==> config.mk <==
export PLATFORM = sky130hd
export DESIGN_NAME = thpq_ctrl
export DESIGN_NICKNAME = d
export VERILOG_FILES = /design/src/design/thpq_pkg.sv /design/src/design/thpq_ctrl.sv
export SDC_FILE = /design/constraint.sdc
export NUM_CORES = 1
export LEC_CHECK = 0
export BUFFER_PORTS_ARGS = -buffer_cell sky130_fd_sc_hd__buf_2
export CAP_MARGIN = 40
export CORE_AREA = 2 2 39 41
export CTS_CLUSTER_SIZE = 14
export DETAILED_ROUTE_END_ITERATION = 10
export DIE_AREA = 0 0 41 43
export GPL_TIMING_DRIVEN = 0
export PLACE_DENSITY = 0.75
export SYNTH_ARGS = -nofsm -noshare
export SYNTH_HDL_FRONTEND = slang
export SYNTH_SLANG_ARGS = --single-unit
==> constraint.sdc <==
create_clock -name clk -period 1.65 [get_ports clk]
set_clock_uncertainty 0.05 [all_clocks]
set_input_delay 0.33 -clock clk [delete_from_list [all_inputs] [get_ports clk]]
set_output_delay 0.33 -clock clk [all_outputs]
set_load 0.005 [all_outputs]
==> src/design/thpq_pkg.sv <==
// Package for the ternary max-heap priority queue: payload structs, codes,
// derived widths and the controller/datapath command and status types.
// No dependencies.
package thpq_pkg;

    localparam int CAPACITY = 255;
    localparam int KEY_W    = 32;
    localparam int ENTRY_W  = 8;
    localparam int STATUS_W = 2;
    localparam int SLOT_W   = $clog2(CAPACITY + 1);
    localparam int CHILD_W  = SLOT_W + 2;
    localparam int PAR_W    = SLOT_W + 1;
    localparam int DIV3_SH  = PAR_W + 1;
    localparam logic [PAR_W-1:0] DIV3_MUL = PAR_W'(((1 << DIV3_SH) + 2) / 3);

    localparam logic OP_INSERT  = 1'b0;
    localparam logic OP_EXTRACT = 1'b1;

    localparam logic [STATUS_W-1:0] STATUS_OK    = 2'd0;
    localparam logic [STATUS_W-1:0] STATUS_FULL  = 2'd1;
    localparam logic [STATUS_W-1:0] STATUS_EMPTY = 2'd2;

    typedef logic signed [KEY_W-1:0] key_t;
    typedef logic [SLOT_W-1:0]       slot_t;

    typedef struct packed {
        logic opcode;
        key_t key;
    } cmd_t;

    typedef struct packed {
        key_t                max_key;
        logic [STATUS_W-1:0] status;
        logic [ENTRY_W-1:0]  entry_count;
    } result_t;

    typedef enum logic [3:0] {
        ST_IDLE,
        ST_UP_CHK,
        ST_UP_WAIT,
        ST_EX_ROOT,
        ST_EX_LAST,
        ST_DN_START,
        ST_DN_CMP,
        ST_DN_MOVE,
        ST_RESULT
    } state_t;

    typedef enum logic [2:0] {
        RD_NONE,
        RD_PARENT,
        RD_ROOT,
        RD_LAST,
        RD_CHILD0,
        RD_CHILD_NEXT
    } rd_sel_t;

    typedef enum logic [1:0] {
        WR_NONE,
        WR_KEY,
        WR_RDATA,
        WR_BEST
    } wr_sel_t;

    typedef struct packed {
        logic    accept;
        logic    ins_grow;
        logic    set_full;
        logic    set_empty;
        logic    cap_root;
        logic    cap_last;
        logic    dn_init;
        logic    dn_cmp;
        logic    pos_to_parent;
        logic    pos_to_best;
        rd_sel_t rd_sel;
        wr_sel_t wr_sel;
    } dp_cmd_t;

    typedef struct packed {
        logic op_extract;
        logic full;
        logic empty;
        logic pos_is_root;
        logic key_gt_rdata;
        logic child0_ok;
        logic next_ok;
        logic best_moved;
    } dp_stat_t;

endpackage

==> src/design/thpq_ctrl.sv <==
// Controller for the ternary heap queue: sequences insert sift-up and
// extract sift-down. Depends on thpq_pkg.
module thpq_ctrl (
    input  logic               clk,
    input  logic               rst_n,
    input  logic               start,
    input  thpq_pkg::dp_stat_t stat,
    output thpq_pkg::dp_cmd_t  ctl,
    output logic               busy,
    output logic               done
);

    thpq_pkg::state_t state_reg;
    thpq_pkg::state_t state_next;

    always_ff @(posedge clk or negedge rst_n)
    begin
        if (!rst_n)
        begin
            state_reg <= thpq_pkg::ST_IDLE;
        end
        else
        begin
            state_reg <= state_next;
        end
    end

    always_comb
    begin
        state_next = state_reg;
        ctl        = '0;
        unique case (state_reg)
            thpq_pkg::ST_IDLE:
            begin
                if (start)
                begin
                    ctl.accept = 1'b1;
                    if (!stat.op_extract)
                    begin
                        if (stat.full)
                        begin
                            ctl.set_full = 1'b1;
                            state_next   = thpq_pkg::ST_RESULT;
                        end
                        else
                        begin
                            ctl.ins_grow = 1'b1;
                            state_next   = thpq_pkg::ST_UP_CHK;
                        end
                    end
                    else if (stat.empty)
                    begin
                        ctl.set_empty = 1'b1;
                        state_next    = thpq_pkg::ST_RESULT;
                    end
                    else
                    begin
                        ctl.rd_sel = thpq_pkg::RD_ROOT;
                        state_next = thpq_pkg::ST_EX_ROOT;
                    end
                end
            end
            thpq_pkg::ST_UP_CHK:
            begin
                if (stat.pos_is_root)
                begin
                    ctl.wr_sel = thpq_pkg::WR_KEY;
                    state_next = thpq_pkg::ST_RESULT;
                end
                else
                begin
                    ctl.rd_sel = thpq_pkg::RD_PARENT;
                    state_next = thpq_pkg::ST_UP_WAIT;
                end
            end
            thpq_pkg::ST_UP_WAIT:
            begin
                if (stat.key_gt_rdata)
                begin
                    ctl.wr_sel        = thpq_pkg::WR_RDATA;
                    ctl.pos_to_parent = 1'b1;
                    state_next        = thpq_pkg::ST_UP_CHK;
                end
                else
                begin
                    ctl.wr_sel = thpq_pkg::WR_KEY;
                    state_next = thpq_pkg::ST_RESULT;
                end
            end
            thpq_pkg::ST_EX_ROOT:
            begin
                ctl.cap_root = 1'b1;
                ctl.rd_sel   = thpq_pkg::RD_LAST;
                state_next   = thpq_pkg::ST_EX_LAST;
            end
            thpq_pkg::ST_EX_LAST:
            begin
                ctl.cap_last = 1'b1;
                state_next   = thpq_pkg::ST_DN_START;
            end
            thpq_pkg::ST_DN_START:
            begin
                ctl.dn_init = 1'b1;
                if (stat.child0_ok)
                begin
                    ctl.rd_sel = thpq_pkg::RD_CHILD0;
                    state_next = thpq_pkg::ST_DN_CMP;
                end
                else
                begin
                    ctl.wr_sel = thpq_pkg::WR_KEY;
                    state_next = thpq_pkg::ST_RESULT;
                end
            end
            thpq_pkg::ST_DN_CMP:
            begin
                ctl.dn_cmp = 1'b1;
                if (stat.next_ok)
                begin
                    ctl.rd_sel = thpq_pkg::RD_CHILD_NEXT;
                end
                else
                begin
                    state_next = thpq_pkg::ST_DN_MOVE;
                end
            end
            thpq_pkg::ST_DN_MOVE:
            begin
                if (stat.best_moved)
                begin
                    ctl.wr_sel      = thpq_pkg::WR_BEST;
                    ctl.pos_to_best = 1'b1;
                    state_next      = thpq_pkg::ST_DN_START;
                end
                else
                begin
                    ctl.wr_sel = thpq_pkg::WR_KEY;
                    state_next = thpq_pkg::ST_RESULT;
                end
            end
            thpq_pkg::ST_RESULT:
            begin
                state_next = thpq_pkg::ST_IDLE;
            end
            default:
            begin
                state_next = thpq_pkg::ST_IDLE;
            end
        endcase
    end

    assign busy = (state_reg != thpq_pkg::ST_IDLE);
    assign done = (state_reg == thpq_pkg::ST_RESULT);

endmodule

==> out/summary.txt, run 1 <==
die area = 1760 sq um
setup slack after layout = -0.190 ns
share of layout cells above drive strength 1 = 61.5%
Antenna diodes = 0
status = finished, violations left
Clock power frac = 7.8%
share of the synthesized area in the top cell type = 19.4%
number of I/O pins = 28
WL per Instance = 13.9 um
crit path DAT = 1.46 ns
first-pass GRT wire length = 2530 um
Final nets = 130
post-synthesis sequential area ratio = 19.4%
Sequential Power Share = 13.7%
combinational share of power = 78.5%
Worst Setup End Kind = output pin
switching power = 651 uW
largest net degree at the start of global routing = 11
H-tree depth = 1
Final Critical Period = 1.84 ns
final worst path period share = 112%
vias = 753
worst rel slew slack = 79.9%
#FFs+latches synth = 4
Worst VDD drop = 1.02 mV
number of global-route vias before repair = 625
Setup crit start kind = flip-flop
initial antenna violation count = 0
library cells used by synthesis = 30
CTS tree = built
Max-cap violations = 0
max FFs per register = 4
worst-margin pin slew = 0.300 ns
Power Density = 1590 nW/um^2
clock sinks = 4
Leakage = 0.463 nW
Ys Warns = 0
critical path data required time = 1.27 ns
final hold slack = 0.353 ns
Starting Density = 37.3%
syn_area_per_cell = 7.08 sq um
HP Class = input port to flip-flop
critical path class = flip-flop to output pin
achievable frequency = 543 MHz
vias per inst = 5.66
GRT Total Usage = 20.7%
largest area contributor in the netlist = dfrtp_1
global route overflow = 0
max-slew violation count = 0
Worst-Skew Late Latency = 0.23 ns
CTS Buf Count = 3
final setup vio count = 14
DP Wirelength = 1110 um
DRC Markers = 0
drt pass-1 iters = 4
Final ANT Viol Nets = 0
Synth Cell Area = 517 sq um
setup TNS = -1.56 ns
Fin. Hold Viols = 0
Sw Ratio = 43.4%
violated checks = setup timing
routability cong. = 0.856
root buf cell = clkbuf_4
final wirelength = 1840 um
CTS max path bufs = 2
DRT iter0 DRCs = 14
Buffers on Ports = 27
top cells by area, synth = dfrtp_1 (19%), nor3_1 (7.7%), nor2b_1 (6.1%)
Synthesized Nets = 84
Area growth, synth to finish = 82.8%
Core Box Area = 1380 sq um
unrepaired setup endpoints after global routing = true
crit path max fanout = 5
Internal = 849 uW
Row Count = 14
cell count after synthesis = 73
Clock transition at path regs = 0.03 ns
Die H = 43 um
Die Wd = 41 um
## cells in the mapped netlist, drive strengths merged
cell type,count
a311o,1
dfrtp,4
nor2,3
nor4b,1
o21a,1
buf,4
nor3b,3
o21ai,3
nor3,8
or4b,1
o21bai,2
and3b,1
nand2b,3
a211o,1
nor4,2
nand2,7
a21oi,4
a2bb2oi,3
a211oi,1
mux2,1
a31oi,1
nand3,4
clkbuf,1
nor2b,5
inv,6
a21o,2
## cell type report
class,count,area (sq um)
Tap cell,16,20.0
Clock buffer,3,22.5
Sequential cell,4,103
Fill cell,110,439
Buffer,5,60.1
Timing Repair Buffer,41,250
Multi-Input combinational cell,58,467
Inverter,6,22.5
## metal layers
layer / global-route usage [%] / part of all wire [%]
met1: 23.0 / 40
met2: 35.3 / 53
met3: 4.19 / 3.6
met4: 9.33 / 2.8
met5: 0 / 0
## final timing paths
check | start | endpoint | slack (ns) | cells after the start
worst max-delay path | state_reg[1]$_DFFE_PN0P_ | ctl[12] | -0.19 | 4
worst min-delay path | stat[1] | state_reg[1]$_DFFE_PN0P_ | 0.35 | 3
worst max register to register | state_reg[2]$_DFFE_PN0P_ | state_reg[1]$_DFFE_PN0P_ | 0.07 | 4
worst min register to register | state_reg[3]$_DFFE_PN0P_ | state_reg[2]$_DFFE_PN0P_ | 0.68 | 2
max in group asynchronous | rst_n | state_reg[0]$_DFFE_PN0P_ | 1.05 | 2
min in group asynchronous | rst_n | state_reg[2]$_DFFE_PN0P_ | 0.37 | 2
## worst max-delay path: stages (launching register included)
cell     delay [ns]
dfrtp_2        0.44
nor4_4         0.37
nand2_2        0.13
nor3b_2        0.16
buf_2          0.13
## power by group through the flow
| stage | Sequential [mW] | Clock, mW | Combinational [mW] |
|---|---|---|---|
| floorplan | 0.168 | 0 | 0.487 |
| global placement | 0.179 | 0 | 0.669 |
| detailed placement | 0.182 | 0 | 0.671 |
| CTS | 0.192 | 0.124 | 0.946 |
| global route | 0.209 | 0.134 | 1.25 |
| finish | 0.206 | 0.117 | 1.18 |
## metrics by stage
| step | utilization (%) | power (mW) | area (sq um) | setup WS [ns] | instances |
|---|---|---|---|---|---|
| 6_report | 68.3 | 1.50 | 945 | -0.190 | 133 |
| 5_1_grt | 68.3 | 1.60 | 945 | -0.280 | 133 |
| 4_1_cts | 60.9 | 1.26 | 843 | -0.224 | 125 |
| 3_5_place_dp | 48.6 | 0.852 | 672 | -0.120 | 116 |
| 3_3_place_gp | 48.6 | 0.847 | 672 | -0.0781 | 116 |
| 2_1_floorplan | - | 0.656 | 517 | 0.0988 | 73 |
## what timing repair did
action / CTS / global route
gates cloned: 0 / 1
pin swaps: 3 / 6
resized for setup: 26 / 10
hold buffers: 1 / 0
endpoints found under the setup margin: 17 / 17
hold endpoints to repair: 4 / 0
setup buffers: 5 / 7
## cell usage in the layout, fill, tap and decap left out, types with 3 or more instances in the layout
cell	Yosys	layout
nand3_1	4	3
inv_2	2	3
buf_4	0	12
nor2b_1	5	4
clkbuf_4	0	3
nor3_2	0	4
nor2_1	3	3
buf_2	4	27
a21oi_1	4	3
nor3_1	8	3
nand2_1	7	5
inv_1	4	3
buf_6	0	4
o21ai_1	2	3
## logic make-up after synthesis
family          after synthesis  synth area share (%)
compound gates               19                  27.6
mux                           1                  2.18
flops                         4                  19.4
simple gates                 38                  41.9
buf+inv                      11                  8.96
Note: power is estimated with default switching activity, not from simulation.
==> inputs of run 2 (changes only) <==
--- a/config.mk
+++ b/config.mk
@@ -5,14 +5,15 @@
 export SDC_FILE = /design/constraint.sdc
 export NUM_CORES = 1
 export LEC_CHECK = 0
-export BUFFER_PORTS_ARGS = -buffer_cell sky130_fd_sc_hd__buf_2
 export CAP_MARGIN = 40
 export CORE_AREA = 2 2 39 41
 export CTS_CLUSTER_SIZE = 14
 export DETAILED_ROUTE_END_ITERATION = 10
 export DIE_AREA = 0 0 41 43
+export DONT_BUFFER_PORTS = 1
 export GPL_TIMING_DRIVEN = 0
-export PLACE_DENSITY = 0.75
+export PLACE_DENSITY = 0.57
+export RECOVER_POWER = 25
 export SYNTH_ARGS = -nofsm -noshare
 export SYNTH_HDL_FRONTEND = slang
 export SYNTH_SLANG_ARGS = --single-unit
==> constraint.sdc (replaced) <==
create_clock -name clk -period 2.25 [get_ports clk]
set_clock_uncertainty 0.05 [all_clocks]
set_input_delay 0.45 -clock clk [delete_from_list [all_inputs] [get_ports clk]]
set_output_delay 0.45 -clock clk [all_outputs]
set_load 0.005 [all_outputs]
==> out/summary.txt, run 2 (synthesis results as in run 1) <==
status = completed
Final nets = 90 (-31%)
number of I/O pins = 28 (unchanged)
largest net degree at the start of global routing = 11 (unchanged)
Row Count = 14 (unchanged)
unrepaired setup endpoints after global routing = false
routability cong. = 0.752 (-12%)
crit path max fanout = 7 (+2)
reg-to-reg endpoint = state_reg[1]$_DFFE_PN0P_
final worst path period share = 90.0%
Die H = 43 um (unchanged)
setup TNS = 0 ns (+1.56 ns)
final wirelength = 1310 um (-29%)
HP Class = input port to flip-flop
Final Critical Period = 2.03 ns
DRT iter0 DRCs = 8 (-6)
root buf cell = clkbuf_4
first-pass GRT wire length = 1900 um (-25%)
critical path data required time = 1.75 ns (+0.48 ns)
Setup crit start kind = flip-flop
initial antenna violation count = 0 (unchanged)
DP Wirelength = 1040 um (-6.0%)
Final ANT Viol Nets = 0 (unchanged)
cts repair resizes = 0 (-100%)
Max-cap violations = 0 (unchanged)
die area = 1760 sq um (unchanged)
drt pass-1 iters = 4 (unchanged)
RR Startpoint = state_reg[1]$_DFFE_PN0P_
Core Box Area = 1380 sq um (unchanged)
CTS tree = built
worst hold path depth = 2 (-1)
Die Wd = 41 um (unchanged)
achievable frequency = 494 MHz
worst-margin pin slew = 0.426 ns (+0.126 ns)
Power Total = 646 uW (-57%)
H-tree depth = 1 (unchanged)
Hold EP = state_reg[1]$_DFFE_PN0P_
setup slack after layout = 0.224 ns (+0.415 ns)
max-slew violation count = 0 (unchanged)
R2R Setup Slk = 0.77 ns (+0.70 ns)
Antenna diodes = 0 (unchanged)
CTS Buf Count = 3 (unchanged)
Worst Setup End Kind = output pin
number of global-route vias before repair = 476 (-24%)
Power Density = 1130 nW/um^2 (-29%)
vias per inst = 5.74 (+1.4%)
dpl cell area = 537 sq um (-20%)
Buffers on Ports = 0 (-100%)
Worst VDD drop = 0.558 mV (-45%)
most frequent cells in the layout = nor3_1 (8), nand2_1 (7), nor2b_1 (5)
Post-Place Setup Slack = 0.445 ns (+0.564 ns)
GRT Total Usage = 15.9% (-4.9 points)
commonest non-fill, non-tap cell in the layout = nor3_1
Starting Density = 37.3% (unchanged)
final setup vio count = 0 (-14)
Leakage = 0.233 nW (-50%)
Fin. Hold Viols = 0 (unchanged)
critical path class = flip-flop to output pin
Area growth, synth to finish = 10.2%
HP Start = stat[1]
crit path DAT = 1.53 ns (+0.07 ns)
final hold slack = 0.326 ns (-0.0262 ns)
clock sinks = 4 (unchanged)
Clock transition at path regs = 0.04 ns (about the same)
WL per Instance = 14.1 um (+1.7%)
CTS Hold Buffers Added = 1 (unchanged)
share of layout cells above drive strength 1 = 16.9% (-45 points)
CTS max path bufs = 2 (unchanged)
global route overflow = 0 (unchanged)
Worst-Skew Late Latency = 0.23 ns (about the same)
vias = 534 (-29%)
max FFs per register = 4 (unchanged)
post-CTS setup buffers = 0 (-5)
worst rel slew slack = 71.6% (-8.3 points)
final design area excluding fillers = 569 sq um (-40%)
cell count of the worst reg-to-reg path = 3 (-1)
DRC Markers = 0 (unchanged)
## run 2: stage by stage
stage	cells	utilization, %
after floorplan	73	-
after global placement	89	38.8
after detailed placement	89	38.8
after CTS	93	41.1
after global routing	93	41.1
final	93	41.1
## run 2: how the worst max path moves through the flow
| stage | startpoint | to | cells after the start |
|---|---|---|---|
| 2_1_floorplan | state_reg[1]$_DFFE_PN0P_ | ctl[12] | 3 |
| 3_3_place_gp | state_reg[0]$_DFFE_PN0P_ | ctl[3] | 4 |
| 3_5_place_dp | state_reg[0]$_DFFE_PN0P_ | ctl[3] | 4 |
| 4_1_cts | state_reg[0]$_DFFE_PN0P_ | ctl[3] | 4 |
| 5_1_grt | state_reg[0]$_DFFE_PN0P_ | ctl[12] | 3 |
| 6_report | state_reg[0]$_DFFE_PN0P_ | ctl[12] | 3 |
## run 2: cell type report
type	instances	area (sq um)
clock buffers	3	22.5
inverters	6	22.5
multi-input cells	58	370
well taps	16	20.0
repair buffers	1	10.0
flip-flops and latches	4	100
plain buffers	5	23.8
fillers	163	815
## run 2: worst max-delay path, cell delays in order (launching register included)
cell     delay (ns)
dfrtp_1        0.44
nor4_2         0.44
nand2_1        0.15
nor3b_1        0.27
## run 2: where the power goes
part	internal, mW	switching [mW]
clock	0.0595	0.0266
sequential	0.0993	0.0323
combinational	0.168	0.260
total	0.327	0.319
## run 2: metal layers
metal / up-vias / global-route usage (%) / wire (um)
met5: - / 0 / 0
met4: 0 / 8.00 / 0
met3: 0 / 2.62 / 85
met2: 16 / 25.3 / 657
met1: 246 / 19.3 / 567
li1: 272 / - / -
